File: src/hw/rtl/rkd_pkg.sv
`timescale 1ns / 1ps

package rkd_pkg;

  // operand and derived widths
  localparam int OPERAND_WIDTH = 8;
  localparam int TOT_W         = 2 * OPERAND_WIDTH;
  localparam int FIELD_W       = 16;

  // result status codes
  typedef enum logic [2:0] {
    ST_OK          = 3'd0,
    ST_FIRST_BAD   = 3'd1,
    ST_SECOND_BAD  = 3'd2,
    ST_NOT_COPRIME = 3'd3,
    ST_TOO_BIG     = 3'd4
  } status_t;

  // input item
  typedef struct packed {
    logic [OPERAND_WIDTH-1:0] first_prime;
    logic [OPERAND_WIDTH-1:0] second_prime;
    logic [OPERAND_WIDTH-1:0] public_exponent;
  } in_item_t;

  // result item
  typedef struct packed {
    status_t              status;
    logic [FIELD_W-1:0]   modulus;
    logic [FIELD_W-1:0]   totient;
    logic [FIELD_W-1:0]   private_exponent;
  } out_item_t;

endpackage

File: src/hw/rtl/rsa_key_derivation.sv
`timescale 1ns / 1ps

// RSA key derivation from caller-supplied candidates.
// Input channel (in_valid / in_stall / in_item): two prime candidates and a
// public exponent. Result channel (out_valid / out_stall / out_item): one
// item per input item with status, modulus, totient and private exponent.
// Both candidates are checked by trial division, the exponent by Euclid's
// algorithm, and the private exponent is found by stepping k = 1 + m*totient
// until the exponent divides it. All divisions go through one shared
// bit-serial divider of 2*OPERAND_WIDTH bits. Latency is data dependent:
// trial divisions by 2 up to half of each candidate, then one division per
// Euclid step, one division, and the inverse steps (fewer than e).
// Rejected items finish early.
// One item is worked on at a time: in_stall stays high from acceptance until
// the result has been loaded into the output register.
// While the receiver stalls, the result waits in the output register and no
// new item is accepted once the next result is ready.
// Reset (rst_n low, synchronous) returns the sequencer to idle and drops
// out_valid; nothing needs clearing.

module rsa_key_derivation
  import rkd_pkg::*;
(
  input  logic      clk,
  input  logic      rst_n,
  input  logic      in_valid,
  output logic      in_stall,
  input  in_item_t  in_item,
  output logic      out_valid,
  input  logic      out_stall,
  output out_item_t out_item
);

  localparam int W = OPERAND_WIDTH;

  typedef enum logic [3:0] {
    S_IDLE,
    S_PRIME,
    S_PTEST,
    S_PWAIT,
    S_MULN,
    S_MULT,
    S_GCD_INIT,
    S_GCD,
    S_GCD_WAIT,
    S_INV_DIV,
    S_INV_LOOP,
    S_OUT
  } state_t;

  state_t             state_r;
  logic [W-1:0]       p_r;
  logic [W-1:0]       q_r;
  logic [W-1:0]       e_r;
  logic               sel_r;
  logic [W-1:0]       div_r;
  logic [TOT_W-1:0]   mod_r;
  logic [TOT_W-1:0]   tot_r;
  logic [TOT_W-1:0]   a_r;
  logic [TOT_W-1:0]   b_r;
  logic [W-1:0]       step_r;
  logic [FIELD_W-1:0] qt_r;
  logic [W-1:0]       rem_r;
  logic [FIELD_W-1:0] quo_r;
  logic [W-1:0]       m_r;
  status_t            status_r;
  logic               out_valid_r;
  out_item_t          out_item_r;

  logic               dv_start_r;
  logic [TOT_W-1:0]   dvd_r;
  logic [TOT_W-1:0]   dsr_r;
  logic [TOT_W-1:0]   dv_quo;
  logic [TOT_W-1:0]   dv_rem;
  logic               dv_done;

  // shared divider
  rkd_divider #(
    .WIDTH(TOT_W)
  ) u_div (
    .clk       (clk),
    .rst_n     (rst_n),
    .start     (dv_start_r),
    .dividend  (dvd_r),
    .divisor   (dsr_r),
    .quotient  (dv_quo),
    .remainder (dv_rem),
    .done      (dv_done)
  );

  // candidate under test
  logic [W-1:0] cand;
  logic [W-1:0] cand_half;
  assign cand      = sel_r ? q_r : p_r;
  assign cand_half = cand >> 1;

  // shared multiplier for modulus and totient
  logic [W-1:0]     mul_a;
  logic [W-1:0]     mul_b;
  logic [TOT_W-1:0] mul_prod;
  always_comb begin
    if (state_r == S_MULN) begin
      mul_a = p_r;
      mul_b = q_r;
    end else begin
      mul_a = p_r - W'(1);
      mul_b = q_r - W'(1);
    end
  end
  assign mul_prod = {{W{1'b0}}, mul_a} * {{W{1'b0}}, mul_b};

  // one inverse step: k += totient, track k / e and k mod e
  logic [W-1:0]       rem_base;
  logic [FIELD_W-1:0] quo_base;
  logic [W-1:0]       step_src;
  logic [FIELD_W-1:0] qt_src;
  logic [W:0]         inv_sum;
  logic               inv_carry;
  logic [W-1:0]       rem_nxt;
  logic [FIELD_W-1:0] quo_nxt;
  always_comb begin
    if (state_r == S_INV_DIV) begin
      rem_base = (e_r == W'(1)) ? '0 : W'(1);
      quo_base = (e_r == W'(1)) ? FIELD_W'(1) : '0;
      step_src = dv_rem[W-1:0];
      qt_src   = FIELD_W'(dv_quo);
    end else begin
      rem_base = rem_r;
      quo_base = quo_r;
      step_src = step_r;
      qt_src   = qt_r;
    end
    inv_sum   = {1'b0, rem_base} + {1'b0, step_src};
    inv_carry = (inv_sum >= {1'b0, e_r});
    rem_nxt   = inv_carry ? W'(inv_sum - {1'b0, e_r}) : inv_sum[W-1:0];
    quo_nxt   = quo_base + qt_src + FIELD_W'(inv_carry);
  end

  // sequencer
  always_ff @(posedge clk) begin
    if (!rst_n) begin
      state_r     <= S_IDLE;
      out_valid_r <= 1'b0;
      dv_start_r  <= 1'b0;
    end else begin
      // result register: set when a result is loaded, cleared once taken
      if (state_r == S_OUT && (!out_valid_r || !out_stall)) begin
        out_valid_r <= 1'b1;
      end else if (out_valid_r && !out_stall) begin
        out_valid_r <= 1'b0;
      end
      unique case (state_r)
        S_IDLE: begin
          if (in_valid) begin
            p_r      <= in_item.first_prime;
            q_r      <= in_item.second_prime;
            e_r      <= in_item.public_exponent;
            sel_r    <= 1'b0;
            status_r <= ST_OK;
            state_r  <= S_PRIME;
          end
        end
        S_PRIME: begin
          if (cand < W'(2)) begin
            status_r <= sel_r ? ST_SECOND_BAD : ST_FIRST_BAD;
            state_r  <= S_OUT;
          end else begin
            div_r   <= W'(2);
            state_r <= S_PTEST;
          end
        end
        S_PTEST: begin
          if (div_r > cand_half) begin
            if (sel_r) begin
              state_r <= S_MULN;
            end else begin
              sel_r   <= 1'b1;
              state_r <= S_PRIME;
            end
          end else begin
            dvd_r      <= TOT_W'(cand);
            dsr_r      <= TOT_W'(div_r);
            dv_start_r <= 1'b1;
            state_r    <= S_PWAIT;
          end
        end
        S_PWAIT: begin
          dv_start_r <= 1'b0;
          if (dv_done) begin
            if (dv_rem == '0) begin
              status_r <= sel_r ? ST_SECOND_BAD : ST_FIRST_BAD;
              state_r  <= S_OUT;
            end else begin
              div_r   <= div_r + W'(1);
              state_r <= S_PTEST;
            end
          end
        end
        S_MULN: begin
          mod_r   <= mul_prod;
          state_r <= S_MULT;
        end
        S_MULT: begin
          tot_r   <= mul_prod;
          state_r <= S_GCD_INIT;
        end
        S_GCD_INIT: begin
          if (e_r == '0) begin
            status_r <= ST_NOT_COPRIME;
            state_r  <= S_OUT;
          end else begin
            a_r     <= TOT_W'(e_r);
            b_r     <= tot_r;
            state_r <= S_GCD;
          end
        end
        S_GCD: begin
          if (b_r == '0) begin
            if (a_r != TOT_W'(1)) begin
              status_r <= ST_NOT_COPRIME;
              state_r  <= S_OUT;
            end else if (TOT_W'(e_r) > tot_r) begin
              status_r <= ST_TOO_BIG;
              state_r  <= S_OUT;
            end else begin
              dvd_r      <= tot_r;
              dsr_r      <= TOT_W'(e_r);
              dv_start_r <= 1'b1;
              state_r    <= S_INV_DIV;
            end
          end else begin
            dvd_r      <= a_r;
            dsr_r      <= b_r;
            dv_start_r <= 1'b1;
            state_r    <= S_GCD_WAIT;
          end
        end
        S_GCD_WAIT: begin
          dv_start_r <= 1'b0;
          if (dv_done) begin
            a_r     <= b_r;
            b_r     <= dv_rem;
            state_r <= S_GCD;
          end
        end
        S_INV_DIV: begin
          dv_start_r <= 1'b0;
          if (dv_done) begin
            step_r  <= dv_rem[W-1:0];
            qt_r    <= FIELD_W'(dv_quo);
            rem_r   <= rem_nxt;
            quo_r   <= quo_nxt;
            m_r     <= W'(1);
            state_r <= S_INV_LOOP;
          end
        end
        S_INV_LOOP: begin
          if (rem_r == '0 || m_r >= e_r) begin
            state_r <= S_OUT;
          end else begin
            rem_r <= rem_nxt;
            quo_r <= quo_nxt;
            m_r   <= m_r + W'(1);
          end
        end
        S_OUT: begin
          if (!out_valid_r || !out_stall) begin
            out_item_r.status   <= status_r;
            if (status_r == ST_FIRST_BAD || status_r == ST_SECOND_BAD) begin
              out_item_r.modulus <= '0;
              out_item_r.totient <= '0;
            end else begin
              out_item_r.modulus <= FIELD_W'(mod_r);
              out_item_r.totient <= FIELD_W'(tot_r);
            end
            out_item_r.private_exponent <= (status_r == ST_OK) ? quo_r : '0;
            state_r <= S_IDLE;
          end
        end
        default: begin
          state_r <= S_IDLE;
        end
      endcase
    end
  end

  assign in_stall  = (state_r != S_IDLE);
  assign out_valid = out_valid_r;
  assign out_item  = out_item_r;

endmodule

File: src/hw/rtl/rkd_divider.sv
`timescale 1ns / 1ps

module rkd_divider
  import rkd_pkg::*;
#(
  parameter int WIDTH = TOT_W
) (
  input  logic             clk,
  input  logic             rst_n,
  input  logic             start,
  input  logic [WIDTH-1:0] dividend,
  input  logic [WIDTH-1:0] divisor,
  output logic [WIDTH-1:0] quotient,
  output logic [WIDTH-1:0] remainder,
  output logic             done
);

  localparam int CNT_W = $clog2(WIDTH + 1);

  logic [WIDTH-1:0] quo_r;
  logic [WIDTH-1:0] rem_r;
  logic [CNT_W-1:0] cnt_r;
  logic             done_r;

  logic [WIDTH:0]   shifted;
  logic [WIDTH:0]   diff;
  logic             ge;

  // one restoring step per cycle
  assign shifted = {rem_r, quo_r[WIDTH-1]};
  assign ge      = (shifted >= {1'b0, divisor});
  assign diff    = shifted - {1'b0, divisor};

  // control
  always_ff @(posedge clk) begin
    if (!rst_n) begin
      cnt_r  <= '0;
      done_r <= 1'b0;
    end else if (start) begin
      cnt_r  <= CNT_W'(WIDTH);
      done_r <= 1'b0;
    end else begin
      done_r <= (cnt_r == CNT_W'(1));
      if (cnt_r != '0) begin
        cnt_r <= cnt_r - CNT_W'(1);
      end
    end
  end

  // datapath
  always_ff @(posedge clk) begin
    if (start) begin
      quo_r <= dividend;
      rem_r <= '0;
    end else if (cnt_r != '0) begin
      quo_r <= {quo_r[WIDTH-2:0], ge};
      rem_r <= ge ? diff[WIDTH-1:0] : shifted[WIDTH-1:0];
    end
  end

  assign quotient  = quo_r;
  assign remainder = rem_r;
  assign done      = done_r;

endmodule
File: config.mk
export PLATFORM = sky130hd
export DESIGN_NAME = rsa_key_derivation
export DESIGN_NICKNAME = d
export VERILOG_FILES = /design/src/hw/rtl/rkd_pkg.sv /design/src/hw/rtl/rsa_key_derivation.sv /design/src/hw/rtl/rkd_divider.sv
export SDC_FILE = /design/constraint.sdc
export NUM_CORES = 1
export LEC_CHECK = 0
export ABC_AREA = 1
export BUFFER_PORTS_ARGS = -buffer_cell sky130_fd_sc_hd__buf_2
export CAP_MARGIN = 10
export CORE_ASPECT_RATIO = 1.25
export CORE_UTILIZATION = 63
export DETAILED_ROUTE_END_ITERATION = 7
export GPL_TIMING_DRIVEN = 0
export PLACE_DENSITY = 0.85
export SYNTH_ARGS = -nofsm -noshare
export SYNTH_HDL_FRONTEND = slang
export SYNTH_SLANG_ARGS = --single-unit
File: constraint.sdc
create_clock -name clk -period 7.1 [get_ports clk]
set_input_delay 1.42 -clock clk [delete_from_list [all_inputs] [get_ports clk]]
set_output_delay 1.42 -clock clk [all_outputs]
set_load 0.01 [all_outputs]
-- Word-level counts from Yosys, hierarchy flattened
Index checks and enable logic that the tools add are counted.
- add/subtract/negate cells: 10
- $mul: 1
- div/mod/pow operators: 0
- $lt $le $gt $ge: 6
- equality and inequality tests: 35
- shift operators: 0
- mux-type cells: 79
- bitwise logic cells: 1
- reductions and logical operators: 39
- operators with widths (kind ; count):
    $mux W16 ; 19
    $pmux W16 S2 ; 5
    $mux W8 ; 13
    $pmux W4 S12 ; 1
    $pmux W8 S2 ; 3
    $mux W4 ; 11
    $logic_not A16 Y1 ; 2
    $mux W3 ; 9
    $ne A2 B2 Y1 const B ; 12
    $ge A17 B16 Y1 ; 1
    $add A16 B1 Y16 ; 1
    $add A16 B16 Y16 ; 1
    $add A8 B1 Y8 const B ; 2
    $eq A4 B3 Y1 const B ; 4
    $eq A4 B4 Y1 const B ; 4
    $gt A8 B16 Y1 ; 1
    $logic_not A8 Y1 ; 2
    $mul A8 B8 Y16 ; 1
    $ne A16 B1 Y1 const B ; 1
    $reduce_and A4 Y1 ; 4
    $sub A16 B16 Y16 ; 1
    $sub A8 B1 Y8 const B ; 2
    $pmux W3 S5 ; 1
    $reduce_bool A2 Y1 ; 7
    36 further kinds ; 63
- register bits: 283
- bits in latches: 0
- memory bits (writable): 0
- memory bits (read-only): 0
- input bits: 28
- output and inout port bits: 53
- logic and storage cells: 200
- memories kept: 0

-- Logic depth before layout (Yosys ltp)
- word-level depth: 8
- gate-level depth with buffers: 35
- gate-level depth less buffers: 34

-- By module
A second synthesis with hierarchy kept.
- cells, all modules: 1984
- area, all modules: 17381.7 µm²
- by module, submodules not included (module ; instances ; cells each ; area an instance (µm²) ; seq. area each (µm²)):
    rsa_key_derivation ; 1 ; 1543 ; 14475.1 ; 7297.0
    rkd_divider ; 1 ; 441 ; 2906.5 ; 920.9

-- Least setup slack after synthesis
No wires, ideal clock.
- path type: input to register
- from: input port rst_n
- to: register out_item_r (netlist bit out_item[0]), enable pin
- setup time: 522 ps
- arrival time: 5457 ps
- required time: 6578 ps
- setup slack: 1121 ps
- cell stages on the path: 4
- path buffers: 2
- cell sequence: clkbuf_1 inv_1 clkbuf_1 nor3_1
- longest elaborated chain between the ends: 1
- ends and longest elaborated chain (element ; RTL line ; RTL):
    from (decl) ; rsa_key_derivation.sv:25 ; input logic rst_n,
    $reduce_and A3 Y1 (no source line) ; n/a ;
    to (decl) ; rsa_key_derivation.sv:68 ; out_item_t out_item_r;
No other way between the ends.
A chain may end at the register's enable or synchronous reset.

-- Final worst setup path
- from: register state_r[3]
- to: register quo_r[14], data pin
- longest elaborated chain between the ends: 7
- elaborated cells on any way between the ends: 13
- classes of those cells: add/sub: 3; order compare: 1; eq/ne: 2; mux: 7
- ends and longest elaborated chain (element ; RTL line ; RTL):
    from (decl) ; rsa_key_derivation.sv:51 ; state_t state_r;
    from (signal assigned) ; rsa_key_derivation.sv:142 ; state_r <= S_IDLE;
    from (signal assigned) ; rsa_key_derivation.sv:160 ; state_r <= S_PRIME;
    from (signal assigned) ; rsa_key_derivation.sv:166 ; state_r <= S_OUT;
    $eq A4 B4 Y1 * ; rsa_key_derivation.sv:122 ; if (state_r == S_INV_DIV) begin
    $mux W8 ; rsa_key_derivation.sv:122 ;
    $add A8 B8 Y9 ; rsa_key_derivation.sv:133 ; inv_sum = {1'b0, rem_base} + {1'b0, step_src};
    $ge A9 B8 Y1 ; rsa_key_derivation.sv:134 ; inv_carry = (inv_sum >= {1'b0, e_r});
    $add A16 B1 Y16 * ; rsa_key_derivation.sv:136 ; quo_nxt = quo_base + qt_src + FIELD_W'(inv_carry);
    named net quo_nxt[14] ; rsa_key_derivation.sv:120 ; logic [FIELD_W-1:0] quo_nxt;
    $mux W16 (on tied branches) ; rsa_key_derivation.sv:258, rsa_key_derivation.sv:248 ;
    $pmux W16 S2 * ; rsa_key_derivation.sv:152 ; unique case (state_r)
    to (signal assigned) ; rsa_key_derivation.sv:252 ; quo_r <= quo_nxt;
    to (signal assigned) ; rsa_key_derivation.sv:262 ; quo_r <= quo_nxt;
    to (decl) ; rsa_key_derivation.sv:64 ; logic [FIELD_W-1:0] quo_r;
The timed path passes the listed nets; every way through them passes the cells marked *. The select of a mux whose other input is x is not followed.

==> results.sh <==
export IMPL_status="finished clean"
export IMPL_switchingPower_uw=3960
export IMPL_vias_per_cell=5.66
export IMPL_synth_most_common_cell="nand2_1"
export IMPL_cp_data_arrival_time_ns=6.51
export IMPL_r2r_start="state_r[3]$_SDFFE_PN0P_"
export IMPL_fill_cells=1975
export IMPL_dieArea_um2=27900
export IMPL_worst_setup_path_end_kind="flop"
export IMPL_clk_pin_slew_worst_paths_ns=0.06
export IMPL_crit_fanout=10
export IMPL_core_area_um2=26800
export IMPL_holdWs_ns=0.449
export IMPL_grt_overflow_total=0
export IMPL_routed_wirelength_um=42700
export IMPL_htreeDepth=1
export IMPL_critPathLaunchType="flop"
export IMPL_grt_pass1_wl_um=67300
export IMPL_multiInputGateArea_um2=7570
export IMPL_cts_setup_buffers=0
export IMPL_root_buffer="clkbuf_16"
export IMPL_avgSynthCellArea_um2=9.08
export IMPL_cp_startpoint="state_r[3]$_SDFFE_PN0P_"
export IMPL_route_vias_total=13451
export IMPL_die_w_um=150
export IMPL_wl_met3_um=2340
export IMPL_grt_use_total=0.311
export IMPL_seq_area_frac_synth=0.479
export IMPL_cp_required_ns=7.39
export IMPL_io_pins=81
export IMPL_power_density_nw_per_um2=477
export IMPL_internal_power_uw=5150
export IMPL_synth_common_cells="nand2_1 (375), inv_1 (322), edfxtp_1 (255), nor2_1 (234), ha_1 (112)"
export IMPL_hold_viol=0
export IMPL_max_freq_mhz=161
export IMPL_clk_latency_ns=0.54
export IMPL_cts_hold_buf=0
export IMPL_power_frac_seq=0.297
export IMPL_highest_layer="met4"
export IMPL_nets=2191
export IMPL_ant_nets=0
export IMPL_critPathMostFrequentCell="nand2_1"
export IMPL_reg2reg_slack_ns=0.89
export IMPL_r2r_cells=31
export IMPL_synth_seq_cells=283
export IMPL_area_growth_pct=11.3
export IMPL_r2r_end="quo_r[14]$_DFFE_PP_"
export IMPL_synthesis_area_um2=17200
export IMPL_synth_cell_types=48
export IMPL_finalWeightedCongestion=0.944
export IMPL_hp_class="flop to flop"
export IMPL_tightest_slew_ns=1.12
export IMPL_grt_pass1_vias=13638
export IMPL_vdd_drop_max_mv=0.590
export IMPL_start_util=0.640
export IMPL_clock_sinks=283
export IMPL_cts_resized=0
export IMPL_fin_area_um2=19100
export IMPL_p_sw_frac=0.435
export IMPL_pwr_share_clk=0.169
export IMPL_skew_ns=0.0113
export IMPL_rsz0062_at_grt="false"
export IMPL_avgRoutedWirePerCell_um=17.9
export IMPL_netlist_instances=1891
export IMPL_slowest_stage="o21ai_0"
export IMPL_drive_gt1_frac=0.106
export IMPL_clock_path_buffers=3
export IMPL_post_route_period_util=0.875
export IMPL_cts_buffers=28
export IMPL_synthTopCellsByArea="edfxtp_1 (45%), nand2_1 (8.2%), ha_1 (8.2%)"
export IMPL_async_reset_ff_frac=0
export IMPL_slew_headroom=0.244
export IMPL_antenna_found_initial=0
export IMPL_critical_path_class="flop to flop"
export IMPL_ys_warn_count=0
export IMPL_place_area_um2=18200
export IMPL_setup_viol_count_final=0
export IMPL_die_h_um=187
export IMPL_dp_hpwl_um=33900
export IMPL_wl_met2_um=22700
export IMPL_synth_edff_count=255
export IMPL_num_rows=67
export IMPL_hold_start="u_div.quotient[3]$_DFFE_PP_"
export IMPL_drt_met1_wl_um=15500
export IMPL_synthesis_nets=2071
export IMPL_tritoncts="done"
export IMPL_drt_iter0_drc=832
export IMPL_diodes=0
export IMPL_dr_pass1_iters=5
export IMPL_grt_max_degree=33
export IMPL_ff_latch_area_um2=8220
export IMPL_slowest_delay_ns=0.54
export IMPL_port_buffers=79
export IMPL_power_frac_comb=0.534
export IMPL_yosys_area_top_type_share=0.446
export IMPL_hold_path_depth=0
export IMPL_period_needed_ns=6.21
export IMPL_synthFlopType="edfxtp_1"
export IMPL_drc=0
export IMPL_crit_path_end="quo_r[14]$_DFFE_PP_"
export IMPL_finalMaxSlewViolations=0
export IMPL_synth_area_leader_cell="edfxtp_1"
export IMPL_total_leakage_power_uw=0.00879
export IMPL_maxCapViolCount=0
==> stage by stage <==
step,TNS [ns],utilization,cells,power [uW],setup slack (ns)
final,0,0.712,2378,9120,0.886
after global routing,0,0.712,2378,9830,0.572
after CTS,0,0.712,2378,9070,1.01
after detailed placement,0,0.677,2326,7510,1.06
after global placement,-61.03,0.671,2315,7270,-1.21
after floorplan,0,-,1891,6330,1.12
==> cells by family (layout without fill, tap and decap cells) <==
kind of cell | count (synthesis) | in the layout | synth area share
xor gates and xnor gates | 59 | 59 | 0.0332
AOI/OAI and AO/OA | 221 | 221 | 0.0733
buffers and inverters | 366 | 508 | 0.0828
DFF | 283 | 283 | 0.479
and+or+nand+nor | 810 | 810 | 0.204
adders and majority gates | 152 | 152 | 0.128
==> layout make-up <==
class / instances / share of cell area
buffer: 36 / 0.00956
clock buffer: 43 / 0.0423
clock inverter: 9 / 0.00746
inverter: 330 / 0.0648
multi-input combinational: 1242 / 0.396
sequential: 283 / 0.430
tap: 345 / 0.0226
timing repair buffer: 90 / 0.0272
==> power groups by stage <==
stage	logic, uW	clock network (uW)	registers, uW
after floorplan	3640	0	2690
after global placement	4540	0	2740
after detailed placement	4770	0	2740
after CTS	4820	1560	2700
after global routing	5480	1610	2740
final	4860	1540	2710
==> worst min-delay path by stage <==
stage                                  end
global route             qt_r[7]$_DFFE_PP_
CTS                      qt_r[0]$_DFFE_PP_
finish                   qt_r[3]$_DFFE_PP_
global placement         qt_r[1]$_DFFE_PP_
detailed placement       qt_r[0]$_DFFE_PP_
floorplan           out_item[50]$_DFFE_PP_
==> per-layer routing <==
layer | vias up | track usage
li1 | 6436 | -
met1 | 6365 | 0.338
met2 | 517 | 0.584
met3 | 133 | 0.0357
met4 | 0 | 0.155
met5 | - | 0
==> registers in the layout, summed over array words and instances, names as in the netlist, 16 cells and up <==
name and count:
out_item 51, dvd_r 16, mod_r 16, tot_r 16, u_div.quotient 16, quo_r 16
b_r 16, u_div.remainder 16, a_r 16, dsr_r 16, qt_r 16
==> critical path, delay by kind of cell, from the launching register on <==
family                   cells  cell delay, ns
flip-flops                   1            0.38
XOR/XNOR                     1            0.16
AND/OR/NAND/NOR             16            2.00
adder cells (fa/ha/maj)      3            1.20
AO/OA/AOI/OAI                5            1.40
buffers and inverters        6            0.82
==> layout by cell type, fill, tap and decap left out, types with 37 or more instances in the layout <==
| cell | netlist | layout |
|---|---|---|
| buf_2 | 10 | 89 |
| a21oi_1 | 68 | 67 |
| nand2_1 | 375 | 375 |
| ha_1 | 112 | 112 |
| inv_1 | 322 | 322 |
| nand3_1 | 81 | 81 |
| o21ai_0 | 95 | 95 |
| nand4_1 | 37 | 37 |
| nor2_1 | 234 | 233 |
| fa_1 | 40 | 40 |
| edfxtp_1 | 255 | 255 |
(Power assumes the default switching activity.)
